<file path="src/sv/dma_channel_service_assert.svh">
// Assertion helpers for the DMA channel service block.
// Properties passed in must not contain top-level commas.
`ifndef DMA_CHANNEL_SERVICE_ASSERT_SVH
`define DMA_CHANNEL_SERVICE_ASSERT_SVH

// Checked only outside reset.
`define DCS_ASSERT(label, prop, msg) \
   label: assert property (@(posedge clock) disable iff (reset) prop) else $error(msg);

// Checked at every edge, reset included.
`define DCS_ASSERT_ALWAYS(label, prop, msg) \
   label: assert property (@(posedge clock) prop) else $error(msg);

`endif

</file>
<file path="src/sv/dcs_pkg.sv">
`timescale 1ns / 1ps

package dcs_pkg;

   localparam int NUM_CHANNELS = 8;
   localparam int CHAN_W       = 3;

   localparam logic [2:0] REQ_SERVICE = 3'd0;
   localparam logic [2:0] REQ_START   = 3'd1;
   localparam logic [2:0] REQ_STOP    = 3'd2;
   localparam logic [2:0] REQ_ATTACH  = 3'd3;
   localparam logic [2:0] REQ_DETACH  = 3'd4;

   localparam logic RES_OK      = 1'b0;
   localparam logic RES_INVALID = 1'b1;

   localparam logic [2:0] UPD_NONE        = 3'd0;
   localparam logic [2:0] UPD_STATUS_IDLE = 3'd1;
   localparam logic [2:0] UPD_STATUS_ZERO = 3'd2;
   localparam logic [2:0] UPD_PARTIAL     = 3'd3;
   localparam logic [2:0] UPD_TERMINAL    = 3'd4;

   localparam logic [15:0] COUNT_RELOAD = 16'hffff;

   typedef struct packed {
      logic [2:0]  req_type;
      logic [2:0]  channel;
      logic [7:0]  page;
      logic [15:0] cur_addr;
      logic [15:0] cur_count;
      logic [7:0]  mode_byte;
      logic [3:0]  mask_bits;
      logic [7:0]  status_byte;
      logic [16:0] moved_count;
   } req_item_type;

   typedef struct packed {
      logic        result_code;
      logic [23:0] phys_addr;
      logic [16:0] max_items;
      logic [1:0]  xfer_type;
      logic [1:0]  xfer_mode;
      logic        auto_init;
      logic        descending;
      logic [15:0] new_addr;
      logic [15:0] new_count;
      logic [7:0]  new_status;
      logic [2:0]  update_kind;
   } rsp_item_type;

endpackage

</file>
<file path="src/sv/dma_channel_service.sv">
`timescale 1ns / 1ps
// DMA channel service.
// Request channel: an item (req_data) is taken at a rising edge with start high
// and busy low. It attaches or detaches a handler, starts or stops a channel,
// or services it with a snapshot of the channel's controller registers.
// Result channel: rsp_strobe marks rsp_data for exactly one cycle; the
// receiver cannot stall, so no result is ever held back.
// Pipeline: the item is registered at the accepting edge, worked on in the
// following cycle, and the result is registered at the next edge and driven
// on the ports from that register.
// Throughput: one item per cycle while busy is low; each item's state
// update (flags and the per-channel base registers) lands at the same edge
// as its result, so the next item sees it without a gap.
// Reset: all handler, active and in-progress flags clear, base addresses go to
// zero and base counts to 0xffff. busy is high for the cycle after reset
// and any item in flight is dropped.
module dma_channel_service
   import dcs_pkg::*;
(
   input  logic         clock,
   input  logic         reset,
   input  logic         start,
   output logic         busy,
   input  req_item_type req_data,
   output logic         rsp_strobe,
   output rsp_item_type rsp_data
);

   logic                    busy_ff;
   logic                    req_valid_ff;
   req_item_type            req_ff;
   logic                    rsp_strobe_ff;
   rsp_item_type            rsp_ff;
   rsp_item_type            rsp_in;

   logic [NUM_CHANNELS-1:0] handler_ff, handler_in;
   logic [NUM_CHANNELS-1:0] active_ff, active_in;
   logic [NUM_CHANNELS-1:0] inprog_ff, inprog_in;
   logic [15:0]             base_addr_ff  [NUM_CHANNELS];
   logic [15:0]             base_count_ff [NUM_CHANNELS];
   logic                    base_we;
   logic [15:0]             base_addr_in, base_count_in;

   logic [CHAN_W-1:0] ch;
   logic              ch_ok;
   logic [3:0]        tc_bit;
   logic [7:0]        dreq_bit;
   logic [7:0]        st;
   logic [16:0]       max_items;
   logic [16:0]       moved;
   logic [15:0]       stepped_addr;
   logic [15:0]       b_addr, b_count;

   assign ch        = req_ff.channel;
   assign ch_ok     = {1'b0, ch} < 4'(NUM_CHANNELS);
   assign tc_bit    = 4'b0001 << ch[1:0];
   assign dreq_bit  = {tc_bit, 4'b0000};
   assign max_items = {1'b0, req_ff.cur_count} + 17'd1;
   assign moved     = (req_ff.moved_count > max_items) ? max_items : req_ff.moved_count;
   assign stepped_addr = req_ff.mode_byte[5] ? req_ff.cur_addr - moved[15:0]
                                             : req_ff.cur_addr + moved[15:0];

   always_comb begin
      rsp_in        = '0;
      handler_in    = handler_ff;
      active_in     = active_ff;
      inprog_in     = inprog_ff;
      base_we       = 1'b0;
      base_addr_in  = req_ff.cur_addr;
      base_count_in = req_ff.cur_count;
      st            = req_ff.status_byte;
      b_addr        = '0;
      b_count       = '0;
      if (ch_ok) begin
         b_addr  = base_addr_ff[ch];
         b_count = base_count_ff[ch];
      end

      if (!ch_ok) begin
         rsp_in.result_code = RES_INVALID;
      end else begin
         unique case (req_ff.req_type)
            REQ_ATTACH: begin
               if (handler_ff[ch]) begin
                  rsp_in.result_code = RES_INVALID;
               end else begin
                  handler_in[ch] = 1'b1;
                  active_in[ch]  = 1'b0;
                  inprog_in[ch]  = 1'b0;
                  base_we        = 1'b1;
                  base_addr_in   = '0;
                  base_count_in  = COUNT_RELOAD;
               end
            end
            REQ_START, REQ_STOP, REQ_DETACH: begin
               if (!handler_ff[ch]) begin
                  rsp_in.result_code = RES_INVALID;
               end else begin
                  active_in[ch] = (req_ff.req_type == REQ_START);
                  inprog_in[ch] = 1'b0;
                  if (req_ff.req_type == REQ_DETACH) handler_in[ch] = 1'b0;
               end
            end
            REQ_SERVICE: begin
               if (!handler_ff[ch]) begin
                  rsp_in.result_code = RES_INVALID;
               end else begin
                  rsp_in.new_addr  = req_ff.cur_addr;
                  rsp_in.new_count = req_ff.cur_count;
                  if (!active_ff[ch]) begin
                     rsp_in.new_status  = st & ~dreq_bit;
                     rsp_in.update_kind = UPD_STATUS_IDLE;
                  end else if ((req_ff.mask_bits & tc_bit) != 4'b0000) begin
                     rsp_in.new_status  = st | dreq_bit;
                     rsp_in.update_kind = UPD_STATUS_IDLE;
                  end else begin
                     st = st | dreq_bit;
                     // first unmasked service latches the reload values
                     if (!inprog_ff[ch]) begin
                        base_we       = 1'b1;
                        inprog_in[ch] = 1'b1;
                        b_addr        = req_ff.cur_addr;
                        b_count       = req_ff.cur_count;
                     end
                     rsp_in.phys_addr  = ch[2] ? {req_ff.page, req_ff.cur_addr[14:0], 1'b0}
                                               : {req_ff.page, req_ff.cur_addr};
                     rsp_in.max_items  = max_items;
                     rsp_in.xfer_type  = req_ff.mode_byte[1:0];
                     rsp_in.xfer_mode  = req_ff.mode_byte[7:6];
                     rsp_in.auto_init  = req_ff.mode_byte[4];
                     rsp_in.descending = req_ff.mode_byte[5];
                     if (moved == 17'd0) begin
                        rsp_in.new_status  = st & ~dreq_bit;
                        rsp_in.update_kind = UPD_STATUS_ZERO;
                     end else if (moved > {1'b0, req_ff.cur_count}) begin
                        st = st | {4'b0000, tc_bit};
                        if (req_ff.mode_byte[4]) begin
                           rsp_in.new_addr  = b_addr;
                           rsp_in.new_count = b_count;
                        end else begin
                           st               = st & ~dreq_bit;
                           rsp_in.new_addr  = stepped_addr;
                           rsp_in.new_count = COUNT_RELOAD;
                           active_in[ch]    = 1'b0;
                        end
                        rsp_in.new_status  = st;
                        rsp_in.update_kind = UPD_TERMINAL;
                     end else begin
                        rsp_in.new_addr    = stepped_addr;
                        rsp_in.new_count   = req_ff.cur_count - moved[15:0];
                        rsp_in.new_status  = st;
                        rsp_in.update_kind = UPD_PARTIAL;
                     end
                  end
               end
            end
            default: begin
               rsp_in.result_code = RES_INVALID;
            end
         endcase
      end
   end

   always_ff @(posedge clock) begin
      if (reset) begin
         busy_ff       <= 1'b1;
         req_valid_ff  <= 1'b0;
         rsp_strobe_ff <= 1'b0;
         handler_ff    <= '0;
         active_ff     <= '0;
         inprog_ff     <= '0;
         for (int i = 0; i < NUM_CHANNELS; i++) begin
            base_addr_ff[i]  <= '0;
            base_count_ff[i] <= COUNT_RELOAD;
         end
      end else begin
         busy_ff       <= 1'b0;
         req_valid_ff  <= start && !busy_ff;
         rsp_strobe_ff <= req_valid_ff;
         if (req_valid_ff) begin
            handler_ff <= handler_in;
            active_ff  <= active_in;
            inprog_ff  <= inprog_in;
            if (base_we && ch_ok) begin
               base_addr_ff[ch]  <= base_addr_in;
               base_count_ff[ch] <= base_count_in;
            end
         end
      end
   end

   always_ff @(posedge clock) begin
      if (start && !busy_ff) req_ff <= req_data;
      if (req_valid_ff) rsp_ff <= rsp_in;
   end

   assign busy       = busy_ff;
   assign rsp_strobe = rsp_strobe_ff;
   assign rsp_data   = rsp_ff;

`include "dma_channel_service_assert.svh"

   `DCS_ASSERT(a_result_latency, (start && !busy) |-> ##2 rsp_strobe, "item gave no result")
   `DCS_ASSERT(a_no_spurious, rsp_strobe |-> $past(req_valid_ff), "result without item")
   `DCS_ASSERT(a_update_ok, (rsp_strobe && rsp_data.update_kind != UPD_NONE) |-> (rsp_data.result_code == RES_OK), "write-back on rejected item")
   `DCS_ASSERT(a_idle_no_xfer, (rsp_strobe && rsp_data.update_kind == UPD_STATUS_IDLE) |-> (rsp_data.max_items == 17'd0), "idle service offered a transfer")
   `DCS_ASSERT_ALWAYS(a_reset_quiet, reset |=> (!rsp_strobe && busy), "activity after reset")

endmodule

</file>
<file path="config.mk">
export PLATFORM = sky130hd
export DESIGN_NAME = dma_channel_service
export DESIGN_NICKNAME = d
export VERILOG_FILES = /design/src/sv/dcs_pkg.sv /design/src/sv/dma_channel_service.sv
export VERILOG_INCLUDE_DIRS = /design/src /design/src/sv
export SDC_FILE = /design/constraint.sdc
export NUM_CORES = 1
export LEC_CHECK = 0
export ABC_AREA = 1
export BUFFER_PORTS_ARGS = -buffer_cell sky130_fd_sc_hd__clkbuf_2
export CAP_MARGIN = 20
export CORE_MARGIN = 3
export CORE_UTILIZATION = 45
export DETAILED_ROUTE_END_ITERATION = 10
export GPL_ROUTABILITY_DRIVEN = 0
export SLEW_MARGIN = 20
export SYNTH_ARGS = -nofsm -noshare
export SYNTH_HDL_FRONTEND = slang
export SYNTH_SLANG_ARGS = --single-unit
</file>
<file path="constraint.sdc">
create_clock -name clock -period 5.2 [get_ports clock]
set_input_delay 0.52 -clock clock [delete_from_list [all_inputs] [get_ports clock]]
set_output_delay 0.52 -clock clock [all_outputs]
set_load 0.02 [all_outputs]
</file>
Word level (Yosys, flattened, before mapping)
Memory sizes are Yosys's and may differ from the RTL's. A register that Yosys moved wholly into a read port is not among the register bits.
Cells that the tools add are included.

storage, ports and cells
  RAM bits = 256
  register bits after elaboration = 201
  latch bits = 0
  memory bits (read-only) = 0
  output and inout bits = 93
  word-level logic and storage cells = 158
  input bits = 86
  memories kept = 2

memory list
  memory         words  bits a word  read ports  clocked after Yosys merged registers in  wr ports  line                       text
  base_addr_ff   8      16           1           1                                        8         dma_channel_service.sv:39  logic [15:0] base_addr_ff [NUM_CHANNELS];
  base_count_ff  8      16           1           1                                        8         dma_channel_service.sv:40  logic [15:0] base_count_ff [NUM_CHANNELS];

operators by class
  equal/unequal tests = 14
  shift operators = 1
  mux-type cells = 69
  $add $sub $neg = 4
  div/mod/pow operators = 0
  order comparisons = 4
  bitwise operators = 16
  reductions and logical operators = 19
  $mul = 0

operators by type and width
  operator               number
  $mux 16                10
  $mux 8                 18
  $mux 32                4
  $and 8x8->8            6
  $pmux 8 s3             2
  $mux 43                1
  $mux 11                3
  $reduce_or 16->1       2
  $sub 16x16->16         2
  $or 8x8->8             3
  $ne 2x2->1 const B     10
  $mux 1                 18
  $add 16x1->17 const B  1
  $gt 17x16->1           1
  $gt 17x17->1           1
  $logic_not 17->1       1
  $mux 17                1
  $add 16x16->16         1
  $not 8->8              2
  $pmux 8 s2             1
  $mux 3                 4
  $reduce_and 10->1      1
  $reduce_or 5->1        2
  $bmux 1 s3             3
  other kinds (23)       29

Depth between registers and ports, before layout
Gate-level depths: netlist of the first run.

  word-level depth = 13
  gate-level depth with buffers = 41
  gate-level depth less buffers = 39

Worst setup path before layout of the first run
No wires, ideal clock.

  kind = register -> register
  from = register req_ff[39] in the netlist's numbering
  to = register rsp_ff, in the netlist rsp_data[42] (data pin)
  required time = 4942 ps
  period minus slack after synthesis = 5532 ps
  buffers on the path = 1
  setup time = 258 ps
  cell stages (with the launch flop) = 38
  path slack = -332 ps
  arrival = 5274 ps
  cell sequence = edfxtp_1 -> nand3_1 -> nor2_1 -> nand2_1 -> nor2_1 -> nand2_1 -> nor3_2 -> nand2_1 -> xor2_1 -> ha_1 -> nand4_1 -> nor3_1 -> nand4_2 -> nand2_4 -> buf_6 -> nand2_1 -> o21ai_1 -> ha_1 -> [2 not listed] -> nand2_2 -> nor2_4 -> inv_1 -> nand2_1 -> xor2_1 -> inv_1 -> ha_1 -> inv_1 -> nor4_1 -> inv_1 -> o2111ai_1 -> xnor3_1 -> inv_1 -> nand2_1 -> nand2_1 -> nand2_1 -> nand2_1 -> a21oi_1

between the ends
  cells in the longest elaborated chain, start to end = 10
  elaborated cells between the ends (all ways) = 13
  those cells by class = 3 x add/sub; 2 x order compare; 7 x mux; 1 x reduce/logical

RTL lines
  element                                           line                                                  text
  start: declaration                                dma_channel_service.sv:31                             req_item_type req_ff;
  start signal: assignment                          dma_channel_service.sv:193                            if (start && !busy_ff) req_ff <= req_data;
  $add 16x1->17                                     dma_channel_service.sv:58                             assign max_items = {1'b0, req_ff.cur_count} + 17'd1;
  $gt 17x17->1                                      dma_channel_service.sv:59                             assign moved = (req_ff.moved_count > max_items) ? max_items : req_ff.moved_count;
  $mux 17                                           dma_channel_service.sv:59
  $add 16x16->16 or $sub 16x16->16 (tied branches)  dma_channel_service.sv:61, dma_channel_service.sv:60
  $mux 16                                           dma_channel_service.sv:60                             assign stepped_addr = req_ff.mode_byte[5] ? req_ff.cur_addr - moved[15:0]
  $mux 32                                           dma_channel_service.sv:137                            if (req_ff.mode_byte[4]) begin
  $mux 43                                           dma_channel_service.sv:135                            end else if (moved > {1'b0, req_ff.cur_count}) begin
  $mux 32 (*)                                       dma_channel_service.sv:132                            if (moved == 17'd0) begin
  $mux 32 (*)                                       dma_channel_service.sv:113                            end else if ((req_ff.mask_bits & tc_bit) != 4'b0000) begin
  $mux 32 (*)                                       dma_channel_service.sv:110                            if (!active_ff[ch]) begin
  end signal: assignment                            dma_channel_service.sv:194                            if (req_valid_ff) rsp_ff <= rsp_in;
  end: declaration                                  dma_channel_service.sv:33                             rsp_item_type rsp_ff;

Mark *: on every way between the ends. The rest lies on a longest branch, timed or not.
A chain may end at the register's enable or synchronous reset.

Worst setup path in the final report of the first run
  from = register req_ff[38] in the netlist's numbering
  to = register rsp_ff, in the netlist rsp_data[42] (data pin)

The elaborated chain is that of the path after synthesis.

==> flow_metrics.py, run 1 <==
metrics = {
    "outcome": {
        "status": "finished with violations",
        "failed_checks": "negative setup slack",
    },
    "die": {
        "placementRows": 82,
        "initial_core_util": 0.4608,
        "die-area_um2": 54780,
        "io-pin-count": 179,
        "core_um2": 50790,
        "die_height_um": 234.1,
        "fp.dieW_um": 234.1,
    },
    "sta": {
        "rsz0062_at_grt": "true",
        "fin_crit_ps": 5719,
        "finalMaxSlewViolations": 0,
        "period_share": 1.100,
        "setup_viol": 51,
        "fmax_mhz": 174.9,
        "slew_headroom": 0.3165,
        "finalHoldViolCount": 0,
        "fin_worst_skew_ps": 19.97,
        "setup_ws_ps": -518.7,
        "setup-tns-final_ps": -14180,
        "worst-slew-pin-transition_ps": 1025,
    },
    "grt": {
        "grt_overflow_total": 0,
        "grt_pass1_vias": 17830,
        "antenna_found_initial": 0,
        "grt_max_degree": 90,
        "grt_pass1_wl_mm": 103.4,
        "grt_util_all_layers": 0.2500,
    },
    "worst_setup_path": {
        "r2r_cells": 38,
        "crit_type": "reg2reg",
        "crit_family": "simple AND/OR/NAND/NOR gates",
        "critPathArrivalTime_ps": 6040,
        "required_ps": 5520,
        "crit_fanout": 4,
        "critPathCaptureType": "flip-flop",
        "critPathBufInv": 9,
        "crit_slowest_cell": "edfxtp_1",
        "crit_cells": 38,
        "worstSetupStartpointType": "flip-flop",
        "slowest_delay_ps": 510,
    },
    "cells_and_area": {
        "final_cell_mix": "edfxtp_1 (428), nand2_1 (397), nor2_1 (279)",
        "fill_cells": 4385,
        "final_nets": 2851,
        "final_common_cell": "edfxtp_1",
        "syn_to_final_growth_pct": 22.47,
        "drive_gt1_frac": 0.2359,
        "fin_util": 0.5644,
        "layout.cells.non_filler": 3410,
        "antenna_cells": 0,
    },
    "route": {
        "wl_per_cell_um": 20.73,
        "first_pass_iters": 5,
        "viasPerCell": 5.495,
        "vias": 18740,
        "drt_iter0_drc": 1984,
        "drc": 0,
        "ant_nets": 0,
        "wl_mm": 70.68,
    },
    "power": {
        "peakVddDrop_mv": 0.2701,
        "power_density_nw_per_um2": 300.2,
        "p_leak_uw": 0.01179,
    },
    "logic_synthesis": {
        "syn_area_um2": 23400,
        "synth_top_area_frac": 0.5492,
        "ys_async_sr_fraction": 0,
        "synth_top_area_cell": "edfxtp_1",
        "synth-edff-count": 428,
        "ys_seq_area_frac": 0.5748,
        "synth.top_cells.by_area": "edfxtp_1 (55%), nand2_1 (6.6%), nor2_1 (4.7%), inv_1 (3.9%), a21oi_1 (3.4%)",
        "synth_seq_cells": 458,
        "syn_avg_cell_area_um2": 10.01,
        "yosys_warnings": 0,
        "synth.distinct_cells": 60,
        "synth_ff_type": "edfxtp_1",
        "syn_nets": 2489,
        "syn_inst": 2338,
    },
    "clocking": {
        "clkLatencyLatePin_ps": 600,
        "cts.sinks": 458,
        "root_buffer": "clkbuf_16",
        "cts_tree": "built",
        "clk_pin_slew_ps": 60,
        "cts_buffer_depth": 3,
        "htree_levels": 2,
        "cts_made_buffers": 46,
    },
    "worst_hold_path": {
        "hold_depth": 1,
        "holdCritPathClass": "in2reg",
    },
    "run": {
        "drv_cap": 0,
    },
    "placed_design": {
        "io_buffers": 176,
        "dp_cells": 3297,
        "post-dp-hpwl_mm": 46.51,
    },
}
[routing by layer]
metal / vias to the layer above / part of all wire / track usage
met3: 127 / 0.077 / 0.04543
li1: 8754 / - / -
met4: 0 / 0.032 / 0.08435
met2: 759 / 0.47 / 0.3992
met1: 9099 / 0.42 / 0.3456
met5: - / 0 / 0
[sequential cells by signal, summed over array words and instances, names as in the netlist, named ones only]
name           cells
base_addr_ff     128
base_count_ff    128
rsp_data          91
req_ff            78
active_ff          8
ch                 3
busy               1
req_valid_ff       1
rsp_strobe         1
[synth_stat cells, types with 17 or more instances]
master	count
edfxtp_1	428
nand2_1	410
nor2_1	293
inv_1	244
a21oi_1	161
o21ai_0	144
mux2i_1	77
nand3_1	69
o211ai_1	69
ha_1	63
clkbuf_1	59
xor2_1	39
dfxtp_1	30
o21ai_1	24
a211oi_1	23
a31oi_1	21
inv_2	18
buf_2	17
[worst paths after layout]
check | start | endpoint | slack [ps]
setup / recovery | req_ff[38] | rsp_data[42] | -520
setup reg to reg | req_ff[38] | rsp_data[42] | -520
hold reg to reg | flip-flop | flip-flop | 450
hold / removal | req_data[76] | req_ff[76] | 90
[layout make-up]
type                            count  area, um^2  area share
Timing Repair Buffer              414        2884      0.1006
Sequential cell                   458       13460      0.4697
Timing Repair inverter              1       6.256   0.0002183
Clock inverter                     28       195.2    0.006810
Tap cell                          672       840.8     0.02933
Clock buffer                       58        1196     0.04173
Inverter                          266        1011     0.03527
Multi-Input combinational cell   1513        9065      0.3163
[cell families (layout without fill, tap and decap cells)]
family,Yosys count,count (layout),synth area share
AOI/OAI and AO/OA,475,475,0.1170
xor gates and xnor gates,48,48,0.01855
adders and majority gates,65,65,0.03539
buffers and inverters,368,767,0.06464
DFF,458,458,0.5748
muxes,77,77,0.03293
and+or+nand+nor,847,848,0.1567
[per-stage QoR]
step	power [uW]	cell area, um^2	setup slack (ps)	hold WS [ps]
final	8605	28660	-518.7	91.03
after global routing	8914	28660	-834.3	76.68
after CTS	8554	28130	-240.2	65.64
after detailed placement	5405	26380	-560.2	445.3
after global placement	5389	26380	-469.1	438.4
after floorplan	4901	23440	0.7629	429.4
[what timing repair did]
item                                    in CTS  in global routing
resized for setup                           68                 81
hold buffers                                 0                  0
pin swaps                                   24                 32
endpoints found under the setup margin      50                 51
buffers inserted                             7                 16
cloned                                       3                  1
[power breakdown]
group | internal, uW | switching (uW)
clock | 1690 | 1440
sequential | 4110 | 70.8
combinational | 529 | 768
Note: power is estimated with default switching activity, not from simulation.
==> inputs of run 2 (changes only) <==
==> constraint.sdc (replaced) <==
create_clock -name clock -period 7.4 [get_ports clock]
set_input_delay 0.74 -clock clock [delete_from_list [all_inputs] [get_ports clock]]
set_output_delay 0.74 -clock clock [all_outputs]
set_load 0.02 [all_outputs]
==> flow_metrics.py, run 2 (synthesis gave the netlist of run 1 again) <==
metrics = {
    "outcome": {
        "status": "complete, no violations",
    },
    "placed_design": {
        "post-dp-hpwl_mm": 43.57,
        "dp_slack_ps": 412.2,
        "place_area_um2": 24850,
        "io_buffers": 176,
    },
    "worst_setup_path": {
        "critPathArrivalTime_ps": 7040,
        "crit_fanout": 28,
        "required_ps": 7740,
        "rrSetupSlack_ps": 710,
        "critPathCaptureType": "flip-flop",
        "worstReg2RegStart": "req_ff[39]",
        "r2r_cells": 35,
        "path_common_cell": "nand2_1",
        "crit_type": "reg2reg",
        "rr_endpoint": "rsp_data[40]",
        "slowest_delay_ps": 510,
        "worstSetupStartpointType": "flip-flop",
        "crit_slowest_cell": "edfxtp_1",
    },
    "sta": {
        "setup-tns-final_ps": 0,
        "setup_viol": 0,
        "fmax_mhz": 149.4,
        "setup_ws_ps": 708.7,
        "period_share": 0.9042,
        "slew_headroom": 0.2548,
        "fin_crit_ps": 6691,
        "worst-slew-pin-transition_ps": 1118,
        "fin_worst_skew_ps": 46.96,
        "rsz0062_at_grt": "false",
        "finalMaxSlewViolations": 0,
        "finalHoldViolCount": 0,
    },
    "clocking": {
        "cts_made_buffers": 50,
        "clk_pin_slew_ps": 60,
        "cts_buffer_depth": 3,
        "holdBufCountCts": 0,
        "cts_tree": "built",
        "clkLatencyLatePin_ps": 610,
        "htree_levels": 2,
        "cts.sinks": 458,
        "root_buffer": "clkbuf_16",
    },
    "power": {
        "intPower_uw": 4454,
        "power_density_nw_per_um2": 227.1,
        "p_leak_uw": 0.01070,
        "power_frac_comb": 0.114,
        "peakVddDrop_mv": 0.1748,
        "switching_power_uw": 1551,
        "pwr-share-seq": 0.488,
        "clock_power_share": 0.398,
        "power_switching_share": 0.2582,
    },
    "worst_hold_path": {
        "hold_depth": 1,
        "hold_end": "req_ff[53]",
        "holdCritPathClass": "in2reg",
        "hold_start": "req_data[53]",
    },
    "route": {
        "wl_met3_mm": 4.835,
        "ant_nets": 0,
        "wl_mm": 65.76,
        "dr_wl_met2_mm": 30.17,
        "drt_iter0_drc": 1814,
        "vias": 17820,
        "routed.top_layer": "met4",
        "viasPerCell": 5.561,
        "first_pass_iters": 6,
        "wl_per_cell_um": 20.52,
        "drc": 0,
        "wl_met1_mm": 28.68,
    },
    "cells_and_area": {
        "syn_to_final_growth_pct": 12.98,
        "fill_cells": 4595,
        "postLayoutCellArea_um2": 26440,
        "antenna_cells": 0,
        "final_nets": 2643,
        "final_cell_mix": "edfxtp_1 (428), nand2_1 (410), nor2_1 (292)",
        "final_common_cell": "edfxtp_1",
        "drive_gt1_frac": 0.1390,
    },
    "grt": {
        "grt_max_degree": 193,
        "grt_pass1_wl_mm": 99.58,
        "antenna_found_initial": 0,
        "grt_pass1_vias": 17280,
        "grt_util_all_layers": 0.2386,
        "grt_overflow_total": 0,
    },
    "die": {
        "die-area_um2": 54780,
        "initial_core_util": 0.4608,
        "core_um2": 50790,
        "placementRows": 82,
        "fp.dieW_um": 234.1,
        "io-pin-count": 179,
        "die_height_um": 234.1,
    },
    "run": {
        "drv_cap": 0,
    },
}
==> run 2: cell count changes in the layout (fill, tap and decap cells not counted), moves of 11 or more <==
cell | previous run | this run
nor2_1 | 279 | 292
o21ai_0 | 119 | 142
nand2_1 | 397 | 410
a21oi_2 | 18 | 0
buf_4 | 215 | 27
ha_1 | 52 | 63
a21oi_1 | 142 | 161
ha_4 | 11 | 0
o21ai_1 | 43 | 26
==> run 2: per-stage QoR <==
step | cells | utilization | total power, uW | hold WS, ps
floorplan | 2338 | - | 3441 | 429.4
global placement | 3111 | 0.4893 | 3644 | 439.3
detailed placement | 3111 | 0.4893 | 3653 | 449.0
CTS | 3203 | 0.5200 | 6029 | 271.3
global route | 3204 | 0.5206 | 6230 | 281.4
finish | 3204 | 0.5206 | 6005 | 303.9
==> run 2: final cells by class <==
class                      count  area (um^2)  share of cell area
sequential                   458        13460              0.5092
multi-input combinational   1512         8469              0.3203
clock buffer                  58         1281             0.04846
timing repair buffer         204         1104             0.04174
inverter                     266         1003             0.03795
tap                          672        840.8             0.03180
clock inverter                34        279.0             0.01055
==> run 2: repair_timing <==
action / 4_1_cts / 5_1_grt
endpoints found under the setup margin: 0 / 7
resized for setup: 0 / 5
setup buffers: 0 / 1
==> run 2: how the worst max path moves through the flow <==
stage | endpoint | slack (ps) | cells after the start | startpoint
after global routing | rsp_data[40] | 10 | 35 | req_ff[39]
final | rsp_data[40] | 710 | 35 | req_ff[39]
after floorplan | rsp_data[42] | 1870 | 37 | req_ff[39]
after global placement | rsp_data[40] | 590 | 35 | req_ff[39]
after CTS | rsp_data[40] | 380 | 35 | req_ff[39]
after detailed placement | rsp_data[40] | 410 | 35 | req_ff[39]
==> run 2: metal layers <==
layer / GRT usage / up-vias
li1: - / 8331
met1: 0.3398 / 8616
met2: 0.3753 / 747
met3: 0.03401 / 122
met4: 0.08378 / 0
met5: 0 / -
==> run 2: critical path, delay by kind of cell, from the launching register on <==
family          cells  cell delay, ps
fa+ha+maj           3             920
buf+inv             1              40
simple gates       18            2260
flops               1             510
mux                 1              80
xor+xnor            3             760
compound gates      9            1850
==> run 2: power groups by stage <==
stage	Sequential, uW	Combinational, uW	Clock, uW
3_5_place_dp	2980	670	0
6_report	2930	686	2390
3_3_place_gp	2980	663	0
5_1_grt	2930	754	2540
2_1_floorplan	2980	459	0
4_1_cts	2930	675	2420
==> inputs of run 3 (changes only) <==
--- a/config.mk
+++ b/config.mk
@@ -13,6 +13,7 @@
 export CORE_UTILIZATION = 45
 export DETAILED_ROUTE_END_ITERATION = 10
 export GPL_ROUTABILITY_DRIVEN = 0
+export MAX_ROUTING_LAYER = met4
 export SLEW_MARGIN = 20
 export SYNTH_ARGS = -nofsm -noshare
 export SYNTH_HDL_FRONTEND = slang
==> flow_metrics.py, run 3 (synthesis gave the netlist of run 1 again) <==
metrics = {
    "die": {
        "fp.dieW_um": 234.1,
        "initial_core_util": 0.4608,
        "placementRows": 82,
        "io-pin-count": 179,
        "die_height_um": 234.1,
        "die-area_um2": 54780,
        "core_um2": 50790,
    },
    "clocking": {
        "clkLatencyLatePin_ps": 610,
        "clk_pin_slew_ps": 60,
        "cts_tree": "built",
        "htree_levels": 2,
        "cts_buffer_depth": 3,
        "root_buffer": "clkbuf_16",
        "cts_made_buffers": 50,
        "cts.sinks": 458,
    },
    "cells_and_area": {
        "drive_gt1_frac": 0.1390,
        "layout.cells.non_filler": 3204,
        "final_cell_mix": "edfxtp_1 (428), nand2_1 (410), nor2_1 (292)",
        "syn_to_final_growth_pct": 12.98,
        "final_nets": 2643,
        "fin_util": 0.5206,
        "antenna_cells": 0,
        "final_common_cell": "edfxtp_1",
        "postLayoutCellArea_um2": 26440,
    },
    "grt": {
        "antenna_found_initial": 0,
        "grt_overflow_total": 0,
        "grt_pass1_vias": 17270,
        "grt_max_degree": 193,
        "grt_util_all_layers": 0.2457,
        "grt_pass1_wl_mm": 99.57,
    },
    "worst_setup_path": {
        "crit_family": "simple AND/OR/NAND/NOR gates",
        "critPathArrivalTime_ps": 7100,
        "crit_fanout": 28,
        "path_common_cell": "nand2_1",
        "worstSetupStartpointType": "flip-flop",
        "slowest_delay_ps": 520,
        "critPathBufInv": 1,
        "required_ps": 7740,
        "crit_slowest_cell": "edfxtp_1",
        "crit_type": "reg2reg",
        "critPathCaptureType": "flip-flop",
    },
    "placed_design": {
        "place_area_um2": 24850,
        "dp_cells": 3111,
        "post-dp-hpwl_mm": 43.57,
        "dp_slack_ps": 412.2,
        "io_buffers": 176,
    },
    "route": {
        "drc": 0,
        "ant_nets": 0,
        "wl_mm": 65.83,
        "first_pass_iters": 5,
        "drt_iter0_drc": 1759,
        "wl_per_cell_um": 20.55,
        "viasPerCell": 5.568,
        "vias": 17840,
    },
    "sta": {
        "finalMaxSlewViolations": 0,
        "fmax_mhz": 148.0,
        "setup-tns-final_ps": 0,
        "finalHoldViolCount": 0,
        "fin_crit_ps": 6755,
        "slew_headroom": 0.2798,
        "period_share": 0.9128,
        "setup_ws_ps": 645.3,
        "rsz0062_at_grt": "false",
        "worst-slew-pin-transition_ps": 1079,
        "fin_worst_skew_ps": 49.46,
        "setup_viol": 0,
    },
    "run": {
        "drv_cap": 0,
    },
    "power": {
        "peakVddDrop_mv": 0.1741,
        "p_leak_uw": 0.01070,
        "power_density_nw_per_um2": 227.1,
    },
    "worst_hold_path": {
        "holdCritPathClass": "in2reg",
    },
    "outcome": {
        "status": "complete, no violations",
    },
}
==> run 3: cell counts in the layout (fill, tap and decap cells not counted) <==
Identical to the previous run, type by type.
==> run 3: worst paths after layout <==
kind | end | cells past startpoint | startpoint | slack, ps
setup / recovery | rsp_data[40] | 35 | req_ff[39] | 650
hold / removal | req_ff[53] | 1 | req_data[53] | 310
setup reg to reg | rsp_data[40] | 35 | req_ff[39] | 650
hold reg to reg | flip-flop | 2 | flip-flop | 450
==> run 3: cell type report <==
type / instances / area (um^2)
Clock buffer: 58 / 1281
Fill cell: 4595 / 24340
Multi-Input combinational cell: 1512 / 8469
Timing Repair Buffer: 204 / 1104
Tap cell: 672 / 840.8
Inverter: 266 / 1003
Sequential cell: 458 / 13460
Clock inverter: 34 / 279.0
==> run 3: where the power goes <==
group / internal (uW) / switching (uW)
logic: 215 / 471
clock network: 1350 / 1040
registers: 2890 / 42.1
==> run 3: per-stage QoR <==
step / hold WS (ps) / total power (uW)
floorplan: 429.4 / 3441
global placement: 439.3 / 3644
detailed placement: 449.0 / 3653
CTS: 271.3 / 6029
global route: 281.4 / 6230
finish: 306.5 / 6005
==> run 3: what timing repair did <==
item | CTS | global route
buffers inserted | 0 | 1
gates resized for setup | 0 | 5
endpoints found under the setup margin | 0 | 6
hold buffers | 0 | 0
==> run 3: metal layers <==
layer | global-route usage | part of all wire | wire, um
met1 | 0.3394 | 0.44 | 28860
met2 | 0.3764 | 0.46 | 30310
met3 | 0.03316 | 0.071 | 4694
met4 | 0.08282 | 0.030 | 1963
met5 | - | 0 | 0
